### src/design/es2c_pkg.sv
// Shared types, constants and the month-length table for the epoch-to-calendar converter.
`default_nettype none

package es2c_pkg;

   localparam int unsigned ACC_W  = 31;
   localparam int unsigned DAYS_W = 15;
   localparam int unsigned STEP_W = 4;

   localparam logic [ACC_W-1:0] SECS_PER_DAY  = 31'd86400;
   localparam logic [ACC_W-1:0] SECS_PER_HOUR = 31'd3600;
   localparam logic [ACC_W-1:0] SECS_PER_MIN  = 31'd60;
   localparam logic [ACC_W-1:0] DAYS_PER_WEEK = 31'd7;
   localparam logic [ACC_W-1:0] LEAP_YEAR_LEN = 31'd366;
   localparam logic [ACC_W-1:0] NORM_YEAR_LEN = 31'd365;

   localparam logic [STEP_W-1:0] DAY_TOP  = 4'd14;
   localparam logic [STEP_W-1:0] HOUR_TOP = 4'd4;
   localparam logic [STEP_W-1:0] MIN_TOP  = 4'd5;
   localparam logic [STEP_W-1:0] WDAY_TOP = 4'd11;

   localparam logic [7:0] EPOCH_YEARS   = 8'd70;
   localparam logic [2:0] EPOCH_WEEKDAY = 3'd4;
   localparam logic [3:0] FEB_INDEX     = 4'd1;
   localparam logic [3:0] LAST_MONTH    = 4'd11;

   localparam logic [4:0] MONTH_LEN [12] = '{
      5'd31, 5'd28, 5'd31, 5'd30, 5'd31, 5'd30,
      5'd31, 5'd31, 5'd30, 5'd31, 5'd30, 5'd31
   };

   typedef struct packed {
      logic idle;
      logic done;
   } es2c_status_type;

   typedef struct packed {
      logic [5:0] second;
      logic [5:0] minute;
      logic [4:0] hour;
      logic [2:0] weekday;
      logic [8:0] day_of_year;
      logic [7:0] years_since_1900;
      logic [3:0] month_index;
      logic [4:0] day_of_month;
   } es2c_result_type;

   function automatic logic [4:0] month_days(input logic [3:0] mon, input logic leap);
      logic [4:0] len;
      if (mon > LAST_MONTH) begin
         len = 5'd31;
      end else if (mon == FEB_INDEX) begin
         len = leap ? 5'd29 : 5'd28;
      end else begin
         len = MONTH_LEN[mon];
      end
      return len;
   endfunction

endpackage

`default_nettype wire

### src/design/es2c_ifs.sv
// Request and response channel interfaces of the epoch-to-calendar converter.
`default_nettype none

interface es2c_req_if;
   logic        valid;
   logic        ready;
   logic [30:0] epoch_seconds;

   modport source (output valid, output epoch_seconds, input ready);
   modport sink   (input valid, input epoch_seconds, output ready);
endinterface

interface es2c_rsp_if;
   logic       valid;
   logic       ready;
   logic [5:0] second;
   logic [5:0] minute;
   logic [4:0] hour;
   logic [2:0] weekday;
   logic [8:0] day_of_year;
   logic [7:0] years_since_1900;
   logic [3:0] month_index;
   logic [4:0] day_of_month;

   modport source (output valid, output second, output minute, output hour, output weekday,
                   output day_of_year, output years_since_1900, output month_index,
                   output day_of_month, input ready);
   modport sink   (input valid, input second, input minute, input hour, input weekday,
                   input day_of_year, input years_since_1900, input month_index,
                   input day_of_month, output ready);
endinterface

`default_nettype wire

### src/design/es2c_csub.sv
// Shared compare-and-subtract unit used by every step of the converter.
`default_nettype none

module es2c_csub (
   input  wire logic [es2c_pkg::ACC_W-1:0] a_value,
   input  wire logic [es2c_pkg::ACC_W-1:0] b_value,
   output logic                            ge,
   output logic [es2c_pkg::ACC_W-1:0]      diff
);
   import es2c_pkg::*;

   logic [ACC_W:0] wide_diff;

   assign wide_diff = {1'b0, a_value} - {1'b0, b_value};
   assign ge        = ~wide_diff[ACC_W];
   assign diff      = wide_diff[ACC_W-1:0];

endmodule

`default_nettype wire

### src/design/es2c_core.sv
// Sequencer and working registers that drive the shared compare-subtract unit.
`default_nettype none

module es2c_core (
   input  wire logic                     clock,
   input  wire logic                     reset,
   input  wire logic                     start,
   input  wire logic [30:0]              epoch_seconds,
   input  wire logic                     out_free,
   output es2c_pkg::es2c_status_type     status,
   output es2c_pkg::es2c_result_type     result
);
   import es2c_pkg::*;

   typedef enum logic [7:0] {
      ST_IDLE = 8'b0000_0001,
      ST_DAY  = 8'b0000_0010,
      ST_HOUR = 8'b0000_0100,
      ST_MIN  = 8'b0000_1000,
      ST_WDAY = 8'b0001_0000,
      ST_YEAR = 8'b0010_0000,
      ST_MON  = 8'b0100_0000,
      ST_DONE = 8'b1000_0000
   } state_type;

   state_type          state_ff, state_in;
   logic [ACC_W-1:0]   acc_ff, acc_in;
   logic [STEP_W-1:0]  step_ff, step_in;
   logic [DAYS_W-1:0]  days_ff, days_in;
   logic [4:0]         hour_ff, hour_in;
   logic [5:0]         minute_ff, minute_in;
   logic [5:0]         second_ff, second_in;
   logic [2:0]         weekday_ff, weekday_in;
   logic [7:0]         year_ff, year_in;
   logic [8:0]         yday_ff, yday_in;
   logic [3:0]         mon_ff, mon_in;
   logic [4:0]         dom_ff, dom_in;

   logic [ACC_W-1:0]   op_b;
   logic [ACC_W-1:0]   sub_diff;
   logic [ACC_W-1:0]   rem_next;
   logic               sub_ge;
   logic               leap;

   es2c_csub u_csub (
      .a_value (acc_ff),
      .b_value (op_b),
      .ge      (sub_ge),
      .diff    (sub_diff)
   );

   assign leap     = (year_ff[1:0] == 2'b00);
   assign rem_next = sub_ge ? sub_diff : acc_ff;

   always_comb begin
      case (state_ff)
         ST_DAY:  op_b = SECS_PER_DAY << step_ff;
         ST_HOUR: op_b = SECS_PER_HOUR << step_ff;
         ST_MIN:  op_b = SECS_PER_MIN << step_ff;
         ST_WDAY: op_b = DAYS_PER_WEEK << step_ff;
         ST_YEAR: op_b = leap ? LEAP_YEAR_LEN : NORM_YEAR_LEN;
         ST_MON:  op_b = ACC_W'(month_days(mon_ff, leap));
         default: op_b = '0;
      endcase
   end

   always_comb begin
      state_in   = state_ff;
      acc_in     = acc_ff;
      step_in    = step_ff;
      days_in    = days_ff;
      hour_in    = hour_ff;
      minute_in  = minute_ff;
      second_in  = second_ff;
      weekday_in = weekday_ff;
      year_in    = year_ff;
      yday_in    = yday_ff;
      mon_in     = mon_ff;
      dom_in     = dom_ff;
      case (state_ff)
         ST_IDLE: begin
            if (start) begin
               acc_in   = ACC_W'(epoch_seconds);
               step_in  = DAY_TOP;
               days_in  = '0;
               state_in = ST_DAY;
            end
         end
         ST_DAY: begin
            acc_in  = rem_next;
            days_in = days_ff | (DAYS_W'(sub_ge) << step_ff);
            if (step_ff == '0) begin
               step_in  = HOUR_TOP;
               hour_in  = '0;
               state_in = ST_HOUR;
            end else begin
               step_in = step_ff - 4'd1;
            end
         end
         ST_HOUR: begin
            acc_in  = rem_next;
            hour_in = hour_ff | (5'(sub_ge) << step_ff);
            if (step_ff == '0) begin
               step_in   = MIN_TOP;
               minute_in = '0;
               state_in  = ST_MIN;
            end else begin
               step_in = step_ff - 4'd1;
            end
         end
         ST_MIN: begin
            acc_in    = rem_next;
            minute_in = minute_ff | (6'(sub_ge) << step_ff);
            if (step_ff == '0) begin
               second_in = rem_next[5:0];
               acc_in    = ACC_W'(days_ff) + ACC_W'(EPOCH_WEEKDAY);
               step_in   = WDAY_TOP;
               state_in  = ST_WDAY;
            end else begin
               step_in = step_ff - 4'd1;
            end
         end
         ST_WDAY: begin
            acc_in = rem_next;
            if (step_ff == '0) begin
               weekday_in = rem_next[2:0];
               acc_in     = ACC_W'(days_ff);
               year_in    = EPOCH_YEARS;
               state_in   = ST_YEAR;
            end else begin
               step_in = step_ff - 4'd1;
            end
         end
         ST_YEAR: begin
            if (sub_ge) begin
               acc_in  = sub_diff;
               year_in = year_ff + 8'd1;
            end else begin
               yday_in  = acc_ff[8:0];
               mon_in   = '0;
               state_in = ST_MON;
            end
         end
         ST_MON: begin
            if (sub_ge && (mon_ff != LAST_MONTH)) begin
               acc_in = sub_diff;
               mon_in = mon_ff + 4'd1;
            end else begin
               dom_in   = acc_ff[4:0] + 5'd1;
               state_in = ST_DONE;
            end
         end
         ST_DONE: begin
            if (out_free) begin
               state_in = ST_IDLE;
            end
         end
         default: begin
            state_in = ST_IDLE;
         end
      endcase
   end

   always_ff @(posedge clock) begin
      if (reset) begin
         state_ff <= ST_IDLE;
      end else begin
         state_ff <= state_in;
      end
   end

   always_ff @(posedge clock) begin
      acc_ff     <= acc_in;
      step_ff    <= step_in;
      days_ff    <= days_in;
      hour_ff    <= hour_in;
      minute_ff  <= minute_in;
      second_ff  <= second_in;
      weekday_ff <= weekday_in;
      year_ff    <= year_in;
      yday_ff    <= yday_in;
      mon_ff     <= mon_in;
      dom_ff     <= dom_in;
   end

   assign status.idle = (state_ff == ST_IDLE);
   assign status.done = (state_ff == ST_DONE);

   assign result.second           = second_ff;
   assign result.minute           = minute_ff;
   assign result.hour             = hour_ff;
   assign result.weekday          = weekday_ff;
   assign result.day_of_year      = yday_ff;
   assign result.years_since_1900 = year_ff;
   assign result.month_index      = mon_ff;
   assign result.day_of_month     = dom_ff;

endmodule

`default_nettype wire

### src/design/epoch_seconds_to_calendar_top.sv
// Top level of the epoch-to-calendar converter: request handshake, core and response register.
// Steps: days, hours, minutes and weekday bit by bit, then whole years (0..68) and whole
// months (0..11) one at a time; the result then moves to the response register.
// Flow: one request at a time; a new request is not taken until the last result has moved to
// the response register. The shared compare-subtract unit takes one step a cycle.
// Reset: synchronous, active high; clears the sequencer and the response valid flag.
`default_nettype none

module epoch_seconds_to_calendar_top (
   input  wire logic  clock,
   input  wire logic  reset,
   es2c_req_if.sink   req_chan,
   es2c_rsp_if.source rsp_chan
);
   import es2c_pkg::*;

   es2c_status_type core_status;
   es2c_result_type core_result;
   es2c_result_type rsp_data_ff;
   logic            rsp_valid_ff, rsp_valid_in;
   logic            out_free;
   logic            req_beat;

   assign out_free       = ~rsp_valid_ff | rsp_chan.ready;
   assign req_chan.ready = core_status.idle;
   assign req_beat       = req_chan.valid & req_chan.ready;

   es2c_core u_core (
      .clock         (clock),
      .reset         (reset),
      .start         (req_beat),
      .epoch_seconds (req_chan.epoch_seconds),
      .out_free      (out_free),
      .status        (core_status),
      .result        (core_result)
   );

   always_comb begin
      rsp_valid_in = rsp_valid_ff;
      if (rsp_chan.ready) begin
         rsp_valid_in = 1'b0;
      end
      if (core_status.done && out_free) begin
         rsp_valid_in = 1'b1;
      end
   end

   always_ff @(posedge clock) begin
      if (reset) begin
         rsp_valid_ff <= 1'b0;
      end else begin
         rsp_valid_ff <= rsp_valid_in;
      end
   end

   always_ff @(posedge clock) begin
      if (core_status.done && out_free) begin
         rsp_data_ff <= core_result;
      end
   end

   assign rsp_chan.valid            = rsp_valid_ff;
   assign rsp_chan.second           = rsp_data_ff.second;
   assign rsp_chan.minute           = rsp_data_ff.minute;
   assign rsp_chan.hour             = rsp_data_ff.hour;
   assign rsp_chan.weekday          = rsp_data_ff.weekday;
   assign rsp_chan.day_of_year      = rsp_data_ff.day_of_year;
   assign rsp_chan.years_since_1900 = rsp_data_ff.years_since_1900;
   assign rsp_chan.month_index      = rsp_data_ff.month_index;
   assign rsp_chan.day_of_month     = rsp_data_ff.day_of_month;

   a_busy_after_req: assert property (@(posedge clock) disable iff (reset)
      req_beat |=> !req_chan.ready)
      else $error("request taken while a conversion is in flight");

   a_done_to_rsp: assert property (@(posedge clock) disable iff (reset)
      (core_status.done && out_free) |=> rsp_valid_ff)
      else $error("finished conversion not moved to the response register");

   a_status_exclusive: assert property (@(posedge clock) disable iff (reset)
      !(core_status.idle && core_status.done))
      else $error("core idle and done at once");

   a_rsp_range: assert property (@(posedge clock) disable iff (reset)
      rsp_valid_ff |-> (rsp_data_ff.month_index <= LAST_MONTH) &&
                       (rsp_data_ff.hour <= 5'd23) && (rsp_data_ff.weekday <= 3'd6) &&
                       (rsp_data_ff.day_of_month != 5'd0))
      else $error("response field out of range");

endmodule

`default_nettype wire

### src/flat_wrapper.sv
// flat-port wrapper written by rule: the top's interface ports become plain ports
module epoch_seconds_to_calendar_top_flat import es2c_pkg::*;
  (clock, reset, req_chan_valid, req_chan_epoch_seconds, req_chan_ready, rsp_chan_valid, rsp_chan_second, rsp_chan_minute, rsp_chan_hour, rsp_chan_weekday, rsp_chan_day_of_year, rsp_chan_years_since_1900, rsp_chan_month_index, rsp_chan_day_of_month, rsp_chan_ready);
  es2c_req_if req_chan_i ();
  es2c_rsp_if rsp_chan_i ();
  input  wire logic clock;
  input  wire logic reset;
  input wire logic [$bits(req_chan_i.valid)-1:0] req_chan_valid;
  input wire logic [$bits(req_chan_i.epoch_seconds)-1:0] req_chan_epoch_seconds;
  output wire logic [$bits(req_chan_i.ready)-1:0] req_chan_ready;
  output wire logic [$bits(rsp_chan_i.valid)-1:0] rsp_chan_valid;
  output wire logic [$bits(rsp_chan_i.second)-1:0] rsp_chan_second;
  output wire logic [$bits(rsp_chan_i.minute)-1:0] rsp_chan_minute;
  output wire logic [$bits(rsp_chan_i.hour)-1:0] rsp_chan_hour;
  output wire logic [$bits(rsp_chan_i.weekday)-1:0] rsp_chan_weekday;
  output wire logic [$bits(rsp_chan_i.day_of_year)-1:0] rsp_chan_day_of_year;
  output wire logic [$bits(rsp_chan_i.years_since_1900)-1:0] rsp_chan_years_since_1900;
  output wire logic [$bits(rsp_chan_i.month_index)-1:0] rsp_chan_month_index;
  output wire logic [$bits(rsp_chan_i.day_of_month)-1:0] rsp_chan_day_of_month;
  input wire logic [$bits(rsp_chan_i.ready)-1:0] rsp_chan_ready;
  assign req_chan_i.valid = req_chan_valid;
  assign req_chan_i.epoch_seconds = req_chan_epoch_seconds;
  assign req_chan_ready = req_chan_i.ready;
  assign rsp_chan_valid = rsp_chan_i.valid;
  assign rsp_chan_second = rsp_chan_i.second;
  assign rsp_chan_minute = rsp_chan_i.minute;
  assign rsp_chan_hour = rsp_chan_i.hour;
  assign rsp_chan_weekday = rsp_chan_i.weekday;
  assign rsp_chan_day_of_year = rsp_chan_i.day_of_year;
  assign rsp_chan_years_since_1900 = rsp_chan_i.years_since_1900;
  assign rsp_chan_month_index = rsp_chan_i.month_index;
  assign rsp_chan_day_of_month = rsp_chan_i.day_of_month;
  assign rsp_chan_i.ready = rsp_chan_ready;
  epoch_seconds_to_calendar_top u_core (.clock(clock), .reset(reset), .req_chan(req_chan_i), .rsp_chan(rsp_chan_i));
endmodule
### config.mk
export PLATFORM = sky130hd
export DESIGN_NAME = epoch_seconds_to_calendar_top_flat
export DESIGN_NICKNAME = d
export VERILOG_FILES = /design/src/design/es2c_pkg.sv /design/src/design/es2c_ifs.sv /design/src/design/es2c_csub.sv /design/src/design/es2c_core.sv /design/src/design/epoch_seconds_to_calendar_top.sv /design/src/flat_wrapper.sv
export SDC_FILE = /design/constraint.sdc
export NUM_CORES = 1
export LEC_CHECK = 0
export ABC_AREA = 1
export BUFFER_PORTS_ARGS = -buffer_cell sky130_fd_sc_hd__buf_2
export CAP_MARGIN = 5
export CORE_AREA = 2 2 116 174
export CTS_BUF_LIST = sky130_fd_sc_hd__clkbuf_16
export DETAILED_ROUTE_END_ITERATION = 8
export DIE_AREA = 0 0 118 176
export GPL_ROUTABILITY_DRIVEN = 0
export PLACE_DENSITY = 0.81
export SLEW_MARGIN = 25
export SYNTH_ARGS = -nofsm -noshare
export SYNTH_HDL_FRONTEND = slang
export SYNTH_SLANG_ARGS = --single-unit
### constraint.sdc
create_clock -name clock -period 9.9 [get_ports clock]
set_clock_uncertainty 0.05 [all_clocks]
set_input_delay 1.98 -clock clock [delete_from_list [all_inputs] [get_ports clock]]
set_output_delay 1.98 -clock clock [all_outputs]
set_load 0.005 [all_outputs]
==> reports/metrics.yaml <==
final-setup-viol-count: 0
holdPathEnd: "u_core.rsp_chan.day_of_year[1]$_DFFE_PP_"
clock_latency_ns: 0.44
critical_path_arrival_ns: 5.89
stdcell_area_mm2: 0.0116
cts_sinks: 151
area_used_by_multi_input_combinational_logic_mm2: 0.00498
rr_startpoint: "u_core.u_core.state_ff[1]$_SDFFE_PP0P_"
irDropWorstVdd_mv: 0.150
endpoint_kind: "register"
netlist-cell-type-count: 52
io_buffers: 82
placed_insts: 1690
wl_per_cell_um: 17.1
final_cell_count_without_fillers: 1722
core_area_mm2: 0.0192
grt_use_total_pct: 28.9
reg2reg_setup_slack_ns: 4.06
worst_hold_startpoint: "u_core.u_core.yday_ff[1]$_DFFE_PP_"
netlist.area_leader.share_pct: 41.1
drive_gt1_share_pct: 11.8
std_cell_rows: 62
worst_r2r_endpoint: "u_core.u_core.mon_ff[3]$_SDFFCE_PN0P_"
cts-resized-gates: 0
synth.ff_latch_count: 151
commonest_non_fill_non_tap_cell_in_the_layout: "sky130_fd_sc_hd__nand2_1"
worstRegToRegCells: 20
post_synth_inst_count: 1380
synth.net_count: 1455
power_density_normalized_to_cell_area_mw_per_mm2: 315
crit_path_start_kind: "register"
nets: 1528
crit_path_kind: "register to register"
globalRoute.busiestLayer: "met2"
hold_viol_final: 0
final_cell_mix: "sky130_fd_sc_hd__nand2_1, sky130_fd_sc_hd__inv_1, sky130_fd_sc_hd__edfxtp_1"
synth.avg_cell_area_um2: 7.52
fp.dieH_um: 176
whs_path_depth: 0
synth-seq-area-share_pct: 42.8
cts_tree: "done"
async_flop_share_pct: 0
post_cts_hold_buffer_count: 0
wl_um: 29500
data_required_time_at_the_worst_endpoint_ns: 9.95
holdCritPathClass: "register to register"
globalRouteMet3Util_pct: 3.91
synth_warnings: 0
worst-path-max-fanout: 32
total_grt_overflow: 0
post-route-drc-count: 0
synth_largest_area_cell: "sky130_fd_sc_hd__edfxtp_1"
post_cts_buffers: 0
routed-via-count: 9637
gr-usage-met1_pct: 32.1
antenna_violations_before_repair: 0
numCtsBuffers: 17
antenna-diode-count: 0
fillCellCount: 1688
finalSetupTns_ns: 0
cts_max_level: 4
run_status: "finished, final reports clean"
hpwl_um: 22400
drt_pass1_iterations: 8
root_buffer: "sky130_fd_sc_hd__clkbuf_16"
area_of_all_sequential_standard_cells_mm2: 0.00444
grt_max_degree: 33
first_global_vias: 9193
worst_pin_slew_ns: 0.725
synth_area_mm2: 0.0104
power.leakage_nw: 5.38
slew_headroom_pct: 51.5
clock.fmax_ghz: 0.171
max_cap_viol_count: 0
grt_use_met2_pct: 48.3
worst_setup_hold_path_clk_slew_ns: 0.07
place_area_mm2: 0.0110
dieWidth_um: 118
layout_worst_path_cycle_share_pct: 59.0
die_area_mm2: 0.0208
detail_route.iter0.violations: 973
final_antenna_net_count: 0
io_pins: 83
grt_setup_unrepaired: "no"
clockBufferDepth: 2
grt_first_pass_wirelength_um: 46500
maxSlewViolCount: 0
synth.area.top_cells: "sky130_fd_sc_hd__edfxtp_1, sky130_fd_sc_hd__nand2_1, sky130_fd_sc_hd__inv_1"
initial_core_util_pct: 54.2
synth_flop_cell: "sky130_fd_sc_hd__edfxtp_1"
final_critical_period_ns: 5.84
area_delta_synth_final_pct: 11.5
synth_edf_count: 142
via_per_inst: 5.60
-- cell families after synthesis --
family / after synthesis / share of synthesized area, %
AOI/OAI and AO/OA: 157 / 8.62
adders and majority gates: 40 / 4.89
DFF: 151 / 42.8
and+or+nand+nor: 760 / 32.1
buffers and inverters: 245 / 9.34
xor gates and xnor gates: 27 / 2.28
-- cells in the mapped netlist, types with 10 or more instances --
cell type and n:
sky130_fd_sc_hd__nor2_1 136, sky130_fd_sc_hd__nand3_1 107, sky130_fd_sc_hd__or2_2 10, sky130_fd_sc_hd__a21oi_1 84, sky130_fd_sc_hd__nor3_1 11, sky130_fd_sc_hd__nand2_1 419, sky130_fd_sc_hd__o211ai_1 11, sky130_fd_sc_hd__clkbuf_1 10
sky130_fd_sc_hd__buf_2 13, sky130_fd_sc_hd__inv_1 200, sky130_fd_sc_hd__inv_2 10, sky130_fd_sc_hd__xor2_1 19, sky130_fd_sc_hd__o21ai_0 31, sky130_fd_sc_hd__nand4_1 13, sky130_fd_sc_hd__nand3b_1 23, sky130_fd_sc_hd__ha_1 39
sky130_fd_sc_hd__edfxtp_1 142
-- final cells by class --
cell class              count  share of cell area, %
multi-input cells         984                   43.0
well taps                 256                   2.77
inverters                 211                   6.84
repair buffers             88                   4.04
clock inverters            15                   1.22
clock buffers              17                   3.68
flip-flops and latches    151                   38.4
-- sequential cells by signal, summed over array words and instances, names as in the netlist, 8 cells and up --
register / cells
u_core.u_core.acc_ff: 31
u_core.u_core.days_ff: 15
u_core.rsp_chan.day_of_year: 9
u_core.u_core.yday_ff: 9
u_core.rsp_chan.years_since_1900: 8
u_core.u_core.state_ff: 8
u_core.u_core.year_ff: 8
-- stage by stage --
| stage | hold slack [ns] | power (W) | worst slack (ns) | utilization [%] |
|---|---|---|---|---|
| floorplan | 0.350 | 0.00246 | 5.15 | - |
| finish | 0.361 | 0.00364 | 4.06 | 60.4 |
| detailed placement | 0.355 | 0.00295 | 4.29 | 57.4 |
| global placement | 0.353 | 0.00291 | 4.57 | 57.3 |
| CTS | 0.369 | 0.00359 | 4.21 | 60.4 |
| global route | 0.375 | 0.00392 | 3.67 | 60.4 |
-- metal layers --
metal  vias up  share of wire, %
met4         0               9.5
li1       4661                 -
met3       158               6.4
met5         -                 0
met1      4308                37
met2       510                47
-- power by group --
group | switching [W] | total (W) | leakage (nW) | internal [W]
sequential | 0.000133 | 0.00104 | 1.35 | 0.000905
combinational | 0.00137 | 0.00197 | 3.75 | 0.000603
clock | 0.000281 | 0.000633 | 0.278 | 0.000352
total | 0.00178 | 0.00364 | 5.38 | 0.00186
-- worst max-delay path: stages (launching register included) --
cell and delay (ns):
sky130_fd_sc_hd__dfxtp_1 0.36, sky130_fd_sc_hd__inv_2 0.10, sky130_fd_sc_hd__nand2_2 0.08, sky130_fd_sc_hd__nor3_1 0.22
sky130_fd_sc_hd__nand2_2 0.36, sky130_fd_sc_hd__nand2_4 0.24, sky130_fd_sc_hd__nor2_4 0.09, sky130_fd_sc_hd__nor2_1 0.56
sky130_fd_sc_hd__inv_1 0.34, sky130_fd_sc_hd__nor3_1 0.22, sky130_fd_sc_hd__a21oi_1 0.09, sky130_fd_sc_hd__ha_1 0.38
sky130_fd_sc_hd__nand2_1 0.13, sky130_fd_sc_hd__nor2_1 0.09, sky130_fd_sc_hd__nand2_1 0.11, sky130_fd_sc_hd__nand2_1 0.11
sky130_fd_sc_hd__a21oi_4 0.44, sky130_fd_sc_hd__nand2_4 0.35, sky130_fd_sc_hd__nor2_1 0.66, sky130_fd_sc_hd__inv_1 0.22
sky130_fd_sc_hd__nand2_1 0.29
-- worst max-delay path by stage --
stage	startpoint	end
2_1_floorplan	u_core.u_core.state_ff[7]$_SDFFE_PP0P_	u_core.u_core.acc_ff[0]$_DFFE_PP_
3_3_place_gp	u_core.u_core.state_ff[7]$_SDFFE_PP0P_	u_core.u_core.mon_ff[2]$_SDFFCE_PN0P_
3_5_place_dp	u_core.u_core.state_ff[7]$_SDFFE_PP0P_	u_core.u_core.mon_ff[2]$_SDFFCE_PN0P_
4_1_cts	u_core.u_core.state_ff[7]$_SDFFE_PP0P_	u_core.u_core.mon_ff[3]$_SDFFCE_PN0P_
5_1_grt	u_core.u_core.state_ff[3]$_SDFFE_PP0P_	u_core.u_core.mon_ff[3]$_SDFFCE_PN0P_
6_report	u_core.u_core.state_ff[1]$_SDFFE_PP0P_	u_core.u_core.mon_ff[3]$_SDFFCE_PN0P_
Power figures use the tool's default switching activity.
